`src/rtl/core/mtep_pkg.sv`:
```
`default_nettype none

package mtep_pkg;

    localparam logic [3:0] KIND_NOTE_OFF  = 4'd0;
    localparam logic [3:0] KIND_NOTE_ON   = 4'd1;
    localparam logic [3:0] KIND_CTRL      = 4'd2;
    localparam logic [3:0] KIND_PROGRAM   = 4'd3;
    localparam logic [3:0] KIND_TEMPO     = 4'd4;
    localparam logic [3:0] KIND_END_TRACK = 4'd5;
    localparam logic [3:0] KIND_META      = 4'd6;
    localparam logic [3:0] KIND_SYSEX     = 4'd7;
    localparam logic [3:0] KIND_UNKNOWN   = 4'd8;

    localparam logic [7:0] STATUS_META   = 8'hFF;
    localparam logic [7:0] STATUS_SYSTEM = 8'hF0;
    localparam logic [7:0] META_TEMPO    = 8'h51;
    localparam logic [7:0] META_END      = 8'h2F;
    localparam logic [3:0] CLS_NOTE_OFF  = 4'h8;
    localparam logic [3:0] CLS_NOTE_ON   = 4'h9;
    localparam logic [3:0] CLS_CTRL      = 4'hB;
    localparam logic [3:0] CLS_PROGRAM   = 4'hC;
    localparam logic [3:0] CLS_PRESSURE  = 4'hD;

    typedef struct packed {
        logic [3:0]  event_kind;
        logic [7:0]  event_status;
        logic [3:0]  channel;
        logic [31:0] delta_ticks;
        logic [7:0]  first_value;
        logic [7:0]  second_value;
        logic [7:0]  meta_byte;
        logic [31:0] payload_length;
        logic [23:0] tempo_us;
    } mtep_rec_t;

    function automatic mtep_rec_t mtep_chan_rec(input logic [3:0] kind,
                                                input logic [7:0] status,
                                                input logic [31:0] delta,
                                                input logic [7:0] v1,
                                                input logic [7:0] v2);
        mtep_rec_t r;
        r.event_kind     = kind;
        r.event_status   = status;
        r.channel        = status[3:0];
        r.delta_ticks    = delta;
        r.first_value    = v1;
        r.second_value   = v2;
        r.meta_byte      = 8'h00;
        r.payload_length = 32'h0;
        r.tempo_us       = 24'h0;
        return r;
    endfunction

    // Meta or sysex record once the payload is consumed.
    function automatic mtep_rec_t mtep_sys_rec(input logic [7:0] status,
                                               input logic [7:0] mtype,
                                               input logic [31:0] len,
                                               input logic [23:0] tempo,
                                               input logic [31:0] delta);
        mtep_rec_t r;
        r = mtep_chan_rec(KIND_SYSEX, status, delta, 8'h00, 8'h00);
        r.payload_length = len;
        if (status == STATUS_META) begin
            r.meta_byte  = mtype;
            r.event_kind = KIND_META;
            if (mtype == META_TEMPO && len == 32'd3) begin
                r.event_kind = KIND_TEMPO;
                r.tempo_us   = tempo;
            end else if (mtype == META_END) begin
                r.event_kind = KIND_END_TRACK;
            end
        end
        return r;
    endfunction

endpackage

`default_nettype wire

```
`src/rtl/core/midi_track_event_parser_core.sv`:
```
// A record is registered into the result register (or the skid entry while it is full) and leaves on m_*.
// Throughput: one byte per cycle while s_ready is high; the parse phase and fields update in a single pass.
// A two-entry output buffer (result register plus skid) keeps s_ready up while
// one record waits on m_ready.
// Reset: synchronous, active-low aresetn clears parser state and both buffer entries.
`default_nettype none

module midi_track_event_parser_core
    import mtep_pkg::*;
(
    input  wire logic        aclk,
    input  wire logic        aresetn,
    input  wire logic        s_valid,
    output logic             s_ready,
    input  wire logic [7:0]  s_data_byte,
    input  wire logic        s_track_start,
    output logic             m_valid,
    input  wire logic        m_ready,
    output logic [3:0]       m_event_kind,
    output logic [7:0]       m_event_status,
    output logic [3:0]       m_channel,
    output logic [31:0]      m_delta_time,
    output logic [7:0]       m_first_value,
    output logic [7:0]       m_second_value,
    output logic [7:0]       m_meta_type_out,
    output logic [31:0]      m_payload_length,
    output logic [23:0]      m_tempo_us
);

    logic      take;
    logic      new_valid;
    mtep_rec_t new_rec;
    logic      out_valid_reg;
    mtep_rec_t out_rec_reg;
    logic      skid_valid_reg;
    mtep_rec_t skid_rec_reg;
    logic      push;
    logic      pop;

    // Accept whenever the skid entry is free; the result register may still be full.
    assign s_ready = !skid_valid_reg;
    assign take    = s_valid && s_ready;

    mtep_decode u_decode (
        .aclk        (aclk),
        .aresetn     (aresetn),
        .take        (take),
        .data_byte   (s_data_byte),
        .track_start (s_track_start),
        .rec         (new_rec),
        .rec_valid   (new_valid)
    );

    assign push = take && new_valid;
    assign pop  = out_valid_reg && m_ready;

    // Valid flags: the result register refills from skid first, then from a new item.
    always_ff @(posedge aclk) begin
        if (!aresetn) begin
            out_valid_reg  <= 1'b0;
            skid_valid_reg <= 1'b0;
        end else begin
            if (!out_valid_reg || pop) begin
                out_valid_reg  <= skid_valid_reg || push;
                skid_valid_reg <= 1'b0;
            end else if (push) begin
                skid_valid_reg <= 1'b1;
            end
        end
    end

    // Payload: no reset needed.
    always_ff @(posedge aclk) begin
        if (!out_valid_reg || pop) begin
            out_rec_reg <= skid_valid_reg ? skid_rec_reg : new_rec;
        end
        if (push && out_valid_reg && !pop) begin
            skid_rec_reg <= new_rec;
        end
    end

    assign m_valid          = out_valid_reg;
    assign m_event_kind     = out_rec_reg.event_kind;
    assign m_event_status   = out_rec_reg.event_status;
    assign m_channel        = out_rec_reg.channel;
    assign m_delta_time     = out_rec_reg.delta_ticks;
    assign m_first_value    = out_rec_reg.first_value;
    assign m_second_value   = out_rec_reg.second_value;
    assign m_meta_type_out  = out_rec_reg.meta_byte;
    assign m_payload_length = out_rec_reg.payload_length;
    assign m_tempo_us       = out_rec_reg.tempo_us;

endmodule

`default_nettype wire

```
`src/rtl/core/mtep_decode.sv`:
```
`default_nettype none

module mtep_decode
    import mtep_pkg::*;
(
    input  wire logic       aclk,
    input  wire logic       aresetn,
    input  wire logic       take,
    input  wire logic [7:0] data_byte,
    input  wire logic       track_start,
    output mtep_rec_t       rec,
    output logic            rec_valid
);

    typedef enum logic [2:0] {
        PH_DELTA  = 3'd0,
        PH_STATUS = 3'd1,
        PH_DATA1  = 3'd2,
        PH_DATA2  = 3'd3,
        PH_MTYPE  = 3'd4,
        PH_LEN    = 3'd5,
        PH_SKIP   = 3'd6
    } phase_t;

    phase_t      phase_reg, phase_next, phase_cur;
    logic [7:0]  run_reg, run_next, run_cur;
    logic [31:0] delta_reg, delta_next, delta_cur;
    logic [7:0]  cur_reg, cur_next, cur_cur;
    logic [7:0]  first_reg, first_next, first_cur;
    logic [7:0]  mtype_reg, mtype_next, mtype_cur;
    logic [31:0] len_reg, len_next, len_cur;
    logic [31:0] left_reg, left_next, left_cur;
    logic [23:0] tempo_reg, tempo_next, tempo_cur;
    logic [7:0]  eff_status;
    logic [31:0] len_shift;
    logic [31:0] left_dec;
    logic [23:0] tempo_shift;

    always_comb begin
        // Track start wipes the state before this byte is parsed.
        phase_cur = track_start ? PH_DELTA : phase_reg;
        run_cur   = track_start ? 8'h00 : run_reg;
        delta_cur = track_start ? 32'h0 : delta_reg;
        cur_cur   = track_start ? 8'h00 : cur_reg;
        first_cur = track_start ? 8'h00 : first_reg;
        mtype_cur = track_start ? 8'h00 : mtype_reg;
        len_cur   = track_start ? 32'h0 : len_reg;
        left_cur  = track_start ? 32'h0 : left_reg;
        tempo_cur = track_start ? 24'h0 : tempo_reg;

        phase_next = phase_cur;
        run_next   = run_cur;
        delta_next = delta_cur;
        cur_next   = cur_cur;
        first_next = first_cur;
        mtype_next = mtype_cur;
        len_next   = len_cur;
        left_next  = left_cur;
        tempo_next = tempo_cur;
        rec_valid  = 1'b0;
        rec        = mtep_chan_rec(KIND_UNKNOWN, 8'h00, delta_cur, 8'h00, 8'h00);

        eff_status  = (data_byte[7] == 1'b0) ? run_cur : cur_cur;
        len_shift   = {len_cur[24:0], data_byte[6:0]};
        left_dec    = left_cur - 32'd1;
        tempo_shift = {tempo_cur[15:0], data_byte};

        case (phase_cur)
            PH_DELTA: begin
                delta_next = {delta_cur[24:0], data_byte[6:0]};
                if (!data_byte[7]) begin
                    phase_next = PH_STATUS;
                end
            end
            PH_STATUS, PH_DATA1: begin
                if (phase_cur == PH_STATUS && data_byte[7]) begin
                    cur_next = data_byte;
                    if (data_byte < STATUS_SYSTEM) begin
                        run_next   = data_byte;
                        phase_next = PH_DATA1;
                    end else begin
                        run_next   = 8'h00;
                        len_next   = 32'h0;
                        tempo_next = 24'h0;
                        mtype_next = 8'h00;
                        phase_next = (data_byte == STATUS_META) ? PH_MTYPE : PH_LEN;
                    end
                end else if (phase_cur == PH_STATUS && run_cur == 8'h00) begin
                    // Orphan data byte: report unknown, reuse it as the next delta.
                    rec_valid  = 1'b1;
                    delta_next = {24'h0, data_byte};
                end else begin
                    if (phase_cur == PH_STATUS) begin
                        cur_next = run_cur;
                    end else begin
                        eff_status = cur_cur;
                    end
                    if (eff_status[7:4] == CLS_PROGRAM) begin
                        rec_valid  = 1'b1;
                        rec        = mtep_chan_rec(KIND_PROGRAM, eff_status, delta_cur,
                                                   data_byte, 8'h00);
                        phase_next = PH_DELTA;
                        delta_next = 32'h0;
                    end else if (eff_status[7:4] == CLS_PRESSURE) begin
                        rec_valid  = 1'b1;
                        rec        = mtep_chan_rec(KIND_UNKNOWN, eff_status, delta_cur,
                                                   8'h00, 8'h00);
                        phase_next = PH_DELTA;
                        delta_next = 32'h0;
                    end else begin
                        first_next = data_byte;
                        phase_next = PH_DATA2;
                    end
                end
            end
            PH_DATA2: begin
                rec_valid  = 1'b1;
                phase_next = PH_DELTA;
                delta_next = 32'h0;
                case (cur_cur[7:4])
                    CLS_NOTE_OFF: rec = mtep_chan_rec(KIND_NOTE_OFF, cur_cur, delta_cur,
                                                      first_cur, data_byte);
                    CLS_NOTE_ON:  rec = mtep_chan_rec((data_byte == 8'h00) ? KIND_NOTE_OFF
                                                      : KIND_NOTE_ON, cur_cur, delta_cur,
                                                      first_cur, data_byte);
                    CLS_CTRL:     rec = mtep_chan_rec(KIND_CTRL, cur_cur, delta_cur,
                                                      first_cur, data_byte);
                    default:      rec = mtep_chan_rec(KIND_UNKNOWN, cur_cur, delta_cur,
                                                      8'h00, 8'h00);
                endcase
            end
            PH_MTYPE: begin
                mtype_next = data_byte;
                len_next   = 32'h0;
                phase_next = PH_LEN;
            end
            PH_LEN: begin
                len_next = len_shift;
                if (!data_byte[7]) begin
                    left_next  = len_shift;
                    tempo_next = 24'h0;
                    if (len_shift == 32'h0) begin
                        rec_valid  = 1'b1;
                        rec        = mtep_sys_rec(cur_cur, mtype_cur, len_shift, 24'h0,
                                                  delta_cur);
                        phase_next = PH_DELTA;
                        delta_next = 32'h0;
                    end else begin
                        phase_next = PH_SKIP;
                    end
                end
            end
            PH_SKIP: begin
                tempo_next = tempo_shift;
                left_next  = left_dec;
                if (left_dec == 32'h0) begin
                    rec_valid  = 1'b1;
                    rec        = mtep_sys_rec(cur_cur, mtype_cur, len_cur, tempo_shift,
                                              delta_cur);
                    phase_next = PH_DELTA;
                    delta_next = 32'h0;
                end
            end
            default: begin
                phase_next = PH_DELTA;
                delta_next = 32'h0;
            end
        endcase
    end

    always_ff @(posedge aclk) begin
        if (!aresetn) begin
            phase_reg <= PH_DELTA;
            run_reg   <= 8'h00;
            delta_reg <= 32'h0;
            cur_reg   <= 8'h00;
            first_reg <= 8'h00;
            mtype_reg <= 8'h00;
            len_reg   <= 32'h0;
            left_reg  <= 32'h0;
            tempo_reg <= 24'h0;
        end else if (take) begin
            phase_reg <= phase_next;
            run_reg   <= run_next;
            delta_reg <= delta_next;
            cur_reg   <= cur_next;
            first_reg <= first_next;
            mtype_reg <= mtype_next;
            len_reg   <= len_next;
            left_reg  <= left_next;
            tempo_reg <= tempo_next;
        end
    end

endmodule

`default_nettype wire

```
`config.mk`:
```
export PLATFORM = sky130hd
export DESIGN_NAME = midi_track_event_parser_core
export DESIGN_NICKNAME = d
export VERILOG_FILES = /design/src/rtl/core/mtep_pkg.sv /design/src/rtl/core/midi_track_event_parser_core.sv /design/src/rtl/core/mtep_decode.sv
export SDC_FILE = /design/constraint.sdc
export NUM_CORES = 1
export LEC_CHECK = 0
export ABC_AREA = 0
export CAP_MARGIN = 20
export CORE_ASPECT_RATIO = 1.25
export CORE_MARGIN = 2
export CORE_UTILIZATION = 57
export DETAILED_ROUTE_END_ITERATION = 8
export DONT_BUFFER_PORTS = 1
export PLACE_DENSITY = 0.75
export SYNTH_ARGS = -nofsm -noshare
export SYNTH_HDL_FRONTEND = slang
export SYNTH_SLANG_ARGS = --single-unit
```
`constraint.sdc`:
```
create_clock -name aclk -period 13 [get_ports aclk]
set_clock_uncertainty 0.05 [all_clocks]
set_input_delay 1.3 -clock aclk [delete_from_list [all_inputs] [get_ports aclk]]
set_output_delay 1.3 -clock aclk [all_outputs]
set_load 0.02 [all_outputs]
```
==> results of run 1 <==
## cells in the mapped netlist, drive strengths merged (27+ instances only)
cell type	count
edfxtp	248
nor2	165
dfxtp	149
mux2	111
clkbuf	90
and2	89
a22oi	83
nand2	76
o21ai	74
a21oi	63
nor2b	45
a22o	40
nor3	30
nor4	27
## per-layer routing
| metal | up-vias | share of wire |
|---|---|---|
| met2 | 459 | 0.51 |
| met1 | 6063 | 0.40 |
| met5 | - | 0 |
| met4 | 0 | 0.037 |
| met3 | 99 | 0.058 |
| li1 | 5595 | - |
## metrics by stage
stage          instances  setup WS [ns]   util  area, um2
6_report            1902           7.41  0.630      19100
3_5_place_dp        1828           6.92  0.588      17800
2_1_floorplan       1522           3.80      -      17700
3_3_place_gp        1828           7.10  0.588      17800
5_1_grt             1902           7.10  0.630      19100
4_1_cts             1898           7.48  0.629      19000
## power groups by stage
stage,clock network [uW],registers (uW),logic [uW]
floorplan,0,1370,92.5
global placement,0,1370,105
detailed placement,0,1370,106
CTS,1120,1340,106
global route,1160,1340,118
finish,1100,1340,108
## cell families (layout without fill, tap and decap cells)
kind of cell | Yosys count | after routing | share of synthesized area
simple gates | 514 | 514 | 0.157
mux | 113 | 113 | 0.0722
compound gates | 358 | 358 | 0.140
fa+ha+maj | 2 | 2 | 0.00142
flops | 397 | 397 | 0.593
xor+xnor | 13 | 13 | 0.00647
buf+inv | 125 | 104 | 0.0301
## placed cells by master (no fill, tap or decap), drive strengths merged, types with 7 or more instances in the layout
cell      n
mux2    111
xnor2    11
nor4     27
buf      20
o21ai    74
a31oi     9
and4      8
clkinv    7
and2     89
a22oi    83
nand3    17
a31o     11
nand2    76
dfxtp   149
nor3     30
nand4    16
edfxtp  248
nor2    165
nand2b   11
nor2b    45
a211oi   12
clkbuf   58
a21oi    63
o221ai    7
inv      15
a22o     40
## worst max path at each step
stage / from / to / slack [ns] / cells after the start
CTS: s_track_start / skid_rec_reg[35] / 7.48 / 12
floorplan: s_track_start / skid_rec_reg[0] / 3.80 / 15
finish: s_track_start / skid_rec_reg[35] / 7.41 / 12
global placement: s_track_start / skid_rec_reg[39] / 7.10 / 12
global route: s_track_start / skid_rec_reg[35] / 7.10 / 12
detailed placement: s_track_start / skid_rec_reg[35] / 6.92 / 12
## final cells by class
class | instances | area [um2] | share of cell area
well taps | 401 | 502 | 0.0263
clock inverters | 13 | 154 | 0.00807
clock buffers | 57 | 1080 | 0.0568
multi-input cells | 1000 | 6700 | 0.351
repair buffers | 21 | 159 | 0.00833
flip-flops and latches | 397 | 10400 | 0.547
inverters | 13 | 51.3 | 0.00269
==> impl_metrics.toml, run 1 <==
[setup_path]
endpoint_kind = "flip-flop"
critical_path.top_delay_family = "compound AO/OA/AOI/OAI gates"
critPathRequiredTime_ns = 13.09
critPathSlowestCell = "buf_4"
critPathBufInv = 3
rr_worst_depth = 9
r2r_start = "u_decode.left_reg[2]"
startpoint_type = "primary input"
r2r_setup_slack_ns = 7.81
path_cells = "inv_1 -> buf_4 -> nand2_1 -> ha_2 -> o2111ai_2 -> nand2b_1 -> a31oi_1 -> nand3_1 -> nor4_2 -> a21oi_2 -> a211oi_4 -> buf_4"
critPathMaxFanout = 101
criticalPathCategory = "primary input to flip-flop"
worstReg2RegEnd = "skid_rec_reg[35]"
critPathMostFrequentCell = "buf_4"
cpPeakStageDelay_ns = 0.91
cp.arrival_ns = 5.68

[synth]
ys_top_cells_by_area = "edfxtp_1 (42%), dfxtp_1 (17%), mux2_2 (6.6%)"
ys_async_sr_fraction = 0
ys_seq_elements = 397
ys.warnings.count = 0
synth_area_um2 = 17600
synthCells = 1522
ys_seq_area_frac = 0.593
yosys_most_used_dff = "edfxtp_1"
yosysTopAreaCell = "edfxtp_1"
ys_types = 81
yosysTopAreaCellShare = 0.423
synth_edf_count = 248
synth_fp_nets = 1537
syn_area_per_cell_um2 = 11.6

[cts]
cts_tree = "built"
cts-root-buf = "clkbuf_16"
cts_max_path_buffers = 3
post_cts_resized = 0
post_cts_buffers = 0
cts-htree-levels = 2
insertion_delay_ns = 0.53
cts_sinks = 397
cts_buffers = 39
clk_pin_slew_ns = 0.06
cts_hold_buf = 0

[sta]
finalSetupTns_ns = 0
max_freq_mhz = 179
hold_viol = 0
setup_viol = 0
rsz0062_at_grt = "false"
hold_ws_ns = 0.440
slew_violations = 0
tightest_slew_ns = 1.13
relSlewSlack = 0.245
min_period_over_period = 0.430
min_period_ns = 5.59

[detailed_routing]
drt_iter0_markers = 1250
routed_wirelength_um = 44300
vias_per_cell = 6.42
via_count = 12200
drc_errors = 0
ant_nets = 0
wl_per_cell_um = 23.3
firstDrtPassIters = 5

[placed_design]
io_buffer_count = 0
hpwlAfterDp_um = 28200
gp_congestion = 0.899

[power_and_ir_drop]
powerDensity_nw_per_um2 = 134
clockPowerShare = 0.432
combinationalPowerShare = 0.042
seqPwrFrac = 0.526
p_int_uw = 2010
switching_share = 0.214
finalPower_uw = 2550
power.switching_uw = 546
p_leak_uw = 0.00718
peakVddDrop_mv = 0.0957

[status]
status = "completed"

[worst_hold_path]
hold_end = "u_decode.delta_reg[28]"
hold_depth = 1
min_from = "u_decode.delta_reg[28]"
hp-class = "flip-flop to flip-flop"

[run]
cap_violations = 0

[global_route]
grt_usage = 0.267
first_global_vias = 11800
grt_max_degree = 102
grt_pass1_wl_um = 68200
use_met2 = 0.458
use_met3 = 0.0384
antenna_found_initial = 0
grt-ovfl-total = 0
gr-max-usage-layer = "met2"
use_met1 = 0.342

[final_layout]
largest_reg_flops = 124
area_growth_pct = 8.38
antenna_cells = 0
fillCellCount = 2337
drive_above_1_share = 0.145
nets = 1487

[floorplan]
die_x_um = 161
core-area_um2 = 30300
io_pins = 143
initial_core_util = 0.581
fp.dieH_um = 200
num_rows = 71
dieArea_um2 = 32300
(Power assumes the default switching activity.)
==> run 2, diff against run 1 <==
ABC_AREA = 1   (was 0)
CORE_UTILIZATION = 58   (was 57)
PLACE_DENSITY = 0.76   (was 0.75)
clock period = 5 ns   (was 13 ns; I/O delays follow)
==> run 2 against run 1 <==
Compared with the run above:
- final area rose by 19%
- clock power rose to 2.7 times the previous value
- setup slack got worse by 6.0 ns
==> impl_metrics.toml, run 2 <==
[status]
status = "completed"

[setup_path]
critPathMostFrequentCell = "nand2_1"
crit_start = "s_track_start"
r2r_start = "u_decode.left_reg[1]"
endpoint_kind = "flip-flop"
critical_path.top_delay_family = "simple AND/OR/NAND/NOR gates"
startpoint_type = "primary input"
cp.arrival_ns = 3.76
critPathRequiredTime_ns = 5.17
criticalPathCategory = "primary input to flip-flop"
critPathBufInv = 3
path_cells = "inv_4 -> buf_4 -> nand2_1 -> nand2_1 -> nor2_1 -> nand2_1 -> nor2_1 -> nand3b_1 -> nand2_1 -> nor2_1 -> nand2_1 -> nor2_1 -> nand4_1 -> nand3_1 -> nand2_1 -> nor2_4 -> buf_12"
critPathSlowestCell = "buf_4"
cpPeakStageDelay_ns = 0.56
critPathMaxFanout = 63

[synth]
ys_async_sr_fraction = 0
synth_area_um2 = 21200
synth_common_cells = "nand2_1 (853), nor2_1 (280), inv_1 (272)"
synth_fp_nets = 2843
syn_area_per_cell_um2 = 7.50
synth_edf_count = 248
yosysMostFrequentCell = "nand2_1"
yosys_most_used_dff = "edfxtp_1"
yosysTopAreaCellShare = 0.351
ys_top_cells_by_area = "edfxtp_1 (35%), nand2_1 (15%), dfxtp_1 (14%)"
ys_seq_elements = 397
synthCells = 2828
yosysTopAreaCell = "edfxtp_1"
ys_types = 43
ys_seq_area_frac = 0.492
ys.warnings.count = 0

[power_and_ir_drop]
peakVddDrop_mv = 0.372
powerDensity_nw_per_um2 = 316
p_leak_uw = 0.0104

[run]
cap_violations = 0

[detailed_routing]
vias_per_cell = 6.13
drc_errors = 0
drt_iter0_markers = 2523
wl_per_cell_um = 20.5
routed_wirelength_um = 66200
firstDrtPassIters = 6
via_count = 19800
ant_nets = 0

[worst_hold_path]
min_from = "aresetn"
hp-class = "primary input to flip-flop"

[final_layout]
drive_above_1_share = 0.0454
post-route-util = 0.628
final_common_cell = "nand2_1"
multi_input_area_um2 = 9000
area_growth_pct = 7.19
nets = 2739
fillCellCount = 3143
design_area_um2 = 22700
antenna_cells = 0
largest_reg_flops = 124
seqCellArea_um2 = 10400
final_cell_mix = "nand2_1 (851), nor2_1 (276), inv_1 (270)"

[placed_design]
io_buffer_count = 0
gp_congestion = 0.963
dpl_cell_area_um2 = 21400
hpwlAfterDp_um = 43000

[cts]
cts_hold_buf = 0
cts_buffers = 39
cts_max_path_buffers = 3
cts-htree-levels = 2
cts_sinks = 397
cts-root-buf = "clkbuf_16"
clk_pin_slew_ns = 0.07
post_cts_buffers = 0
cts_tree = "built"
insertion_delay_ns = 0.55
post_cts_resized = 0

[global_route]
grt_max_degree = 109
antenna_found_initial = 0
grt_usage = 0.340
first_global_vias = 18700
grt_pass1_wl_um = 103000
grt-ovfl-total = 0

[sta]
max_freq_mhz = 278
slew_violations = 0
relSlewSlack = 0.296
rsz0062_at_grt = "false"
min_period_over_period = 0.719
finalSetupTns_ns = 0
setup_viol = 0
hold_viol = 0
tightest_slew_ns = 1.06
min_period_ns = 3.59

[floorplan]
initial_core_util = 0.586
num_rows = 78
die_x_um = 175
core-area_um2 = 36200
dieArea_um2 = 38100
fp.dieH_um = 218
io_pins = 143
==> run 2: cell types whose count changed in the layout (fill, tap and decap cells not counted), sizes merged, moves of 111 or more <==
| cell | previous run | this run |
|---|---|---|
| inv | 15 | 281 |
| mux2 | 111 | 0 |
| a21oi | 63 | 233 |
| nand3 | 17 | 149 |
| nor2 | 165 | 289 |
| nand2 | 76 | 855 |
==> run 2: worst paths after layout <==
kind                            end  slack (ns)  cells past startpoint
max                skid_rec_reg[43]        1.41                     17
min           u_decode.left_reg[15]        0.04                      2
max reg2reg        skid_rec_reg[43]        1.52                     17
min reg2reg  u_decode.delta_reg[17]        0.42                      2
==> run 2: final cells by class <==
cell class,instances,share of cell area
clock inverter,14,0.00826
timing repair buffer,38,0.0151
inverter,283,0.0471
tap,480,0.0264
multi-input combinational,1965,0.396
clock buffer,56,0.0480
sequential,397,0.459
==> run 2: per-layer routing <==
metal,GRT usage,up-vias,wire length (um)
li1,-,9237,-
met1,0.437,9280,25700
met2,0.572,1109,32200
met3,0.0450,205,5430
met4,0.158,0,2850
met5,0,-,0
==> run 2: power breakdown <==
group	switching, uW	leakage (uW)	internal, uW
sequential	46.2	0.00410	3500
combinational	461	0.00568	170
clock	1270	0.000616	1730
total	1780	0.0104	5400
==> run 2: cell families after synthesis <==
logic type / share of synthesized area
AOI/OAI and AO/OA: 0.140
xor gates and xnor gates: 0.00289
adders and majority gates: 0.00118
buffers and inverters: 0.0872
DFF: 0.492
and+or+nand+nor: 0.277
==> run 2: through the flow <==
step	hold slack, ns	cells	power (uW)	worst slack [ns]
6_report	0.0380	3233	7180	1.41
4_1_cts	0.0408	3232	7200	1.52
5_1_grt	0.0444	3233	7390	1.15
2_1_floorplan	0.395	2828	4060	0.429
3_5_place_dp	0.405	3162	4230	0.955
3_3_place_gp	0.401	3162	4220	0.976
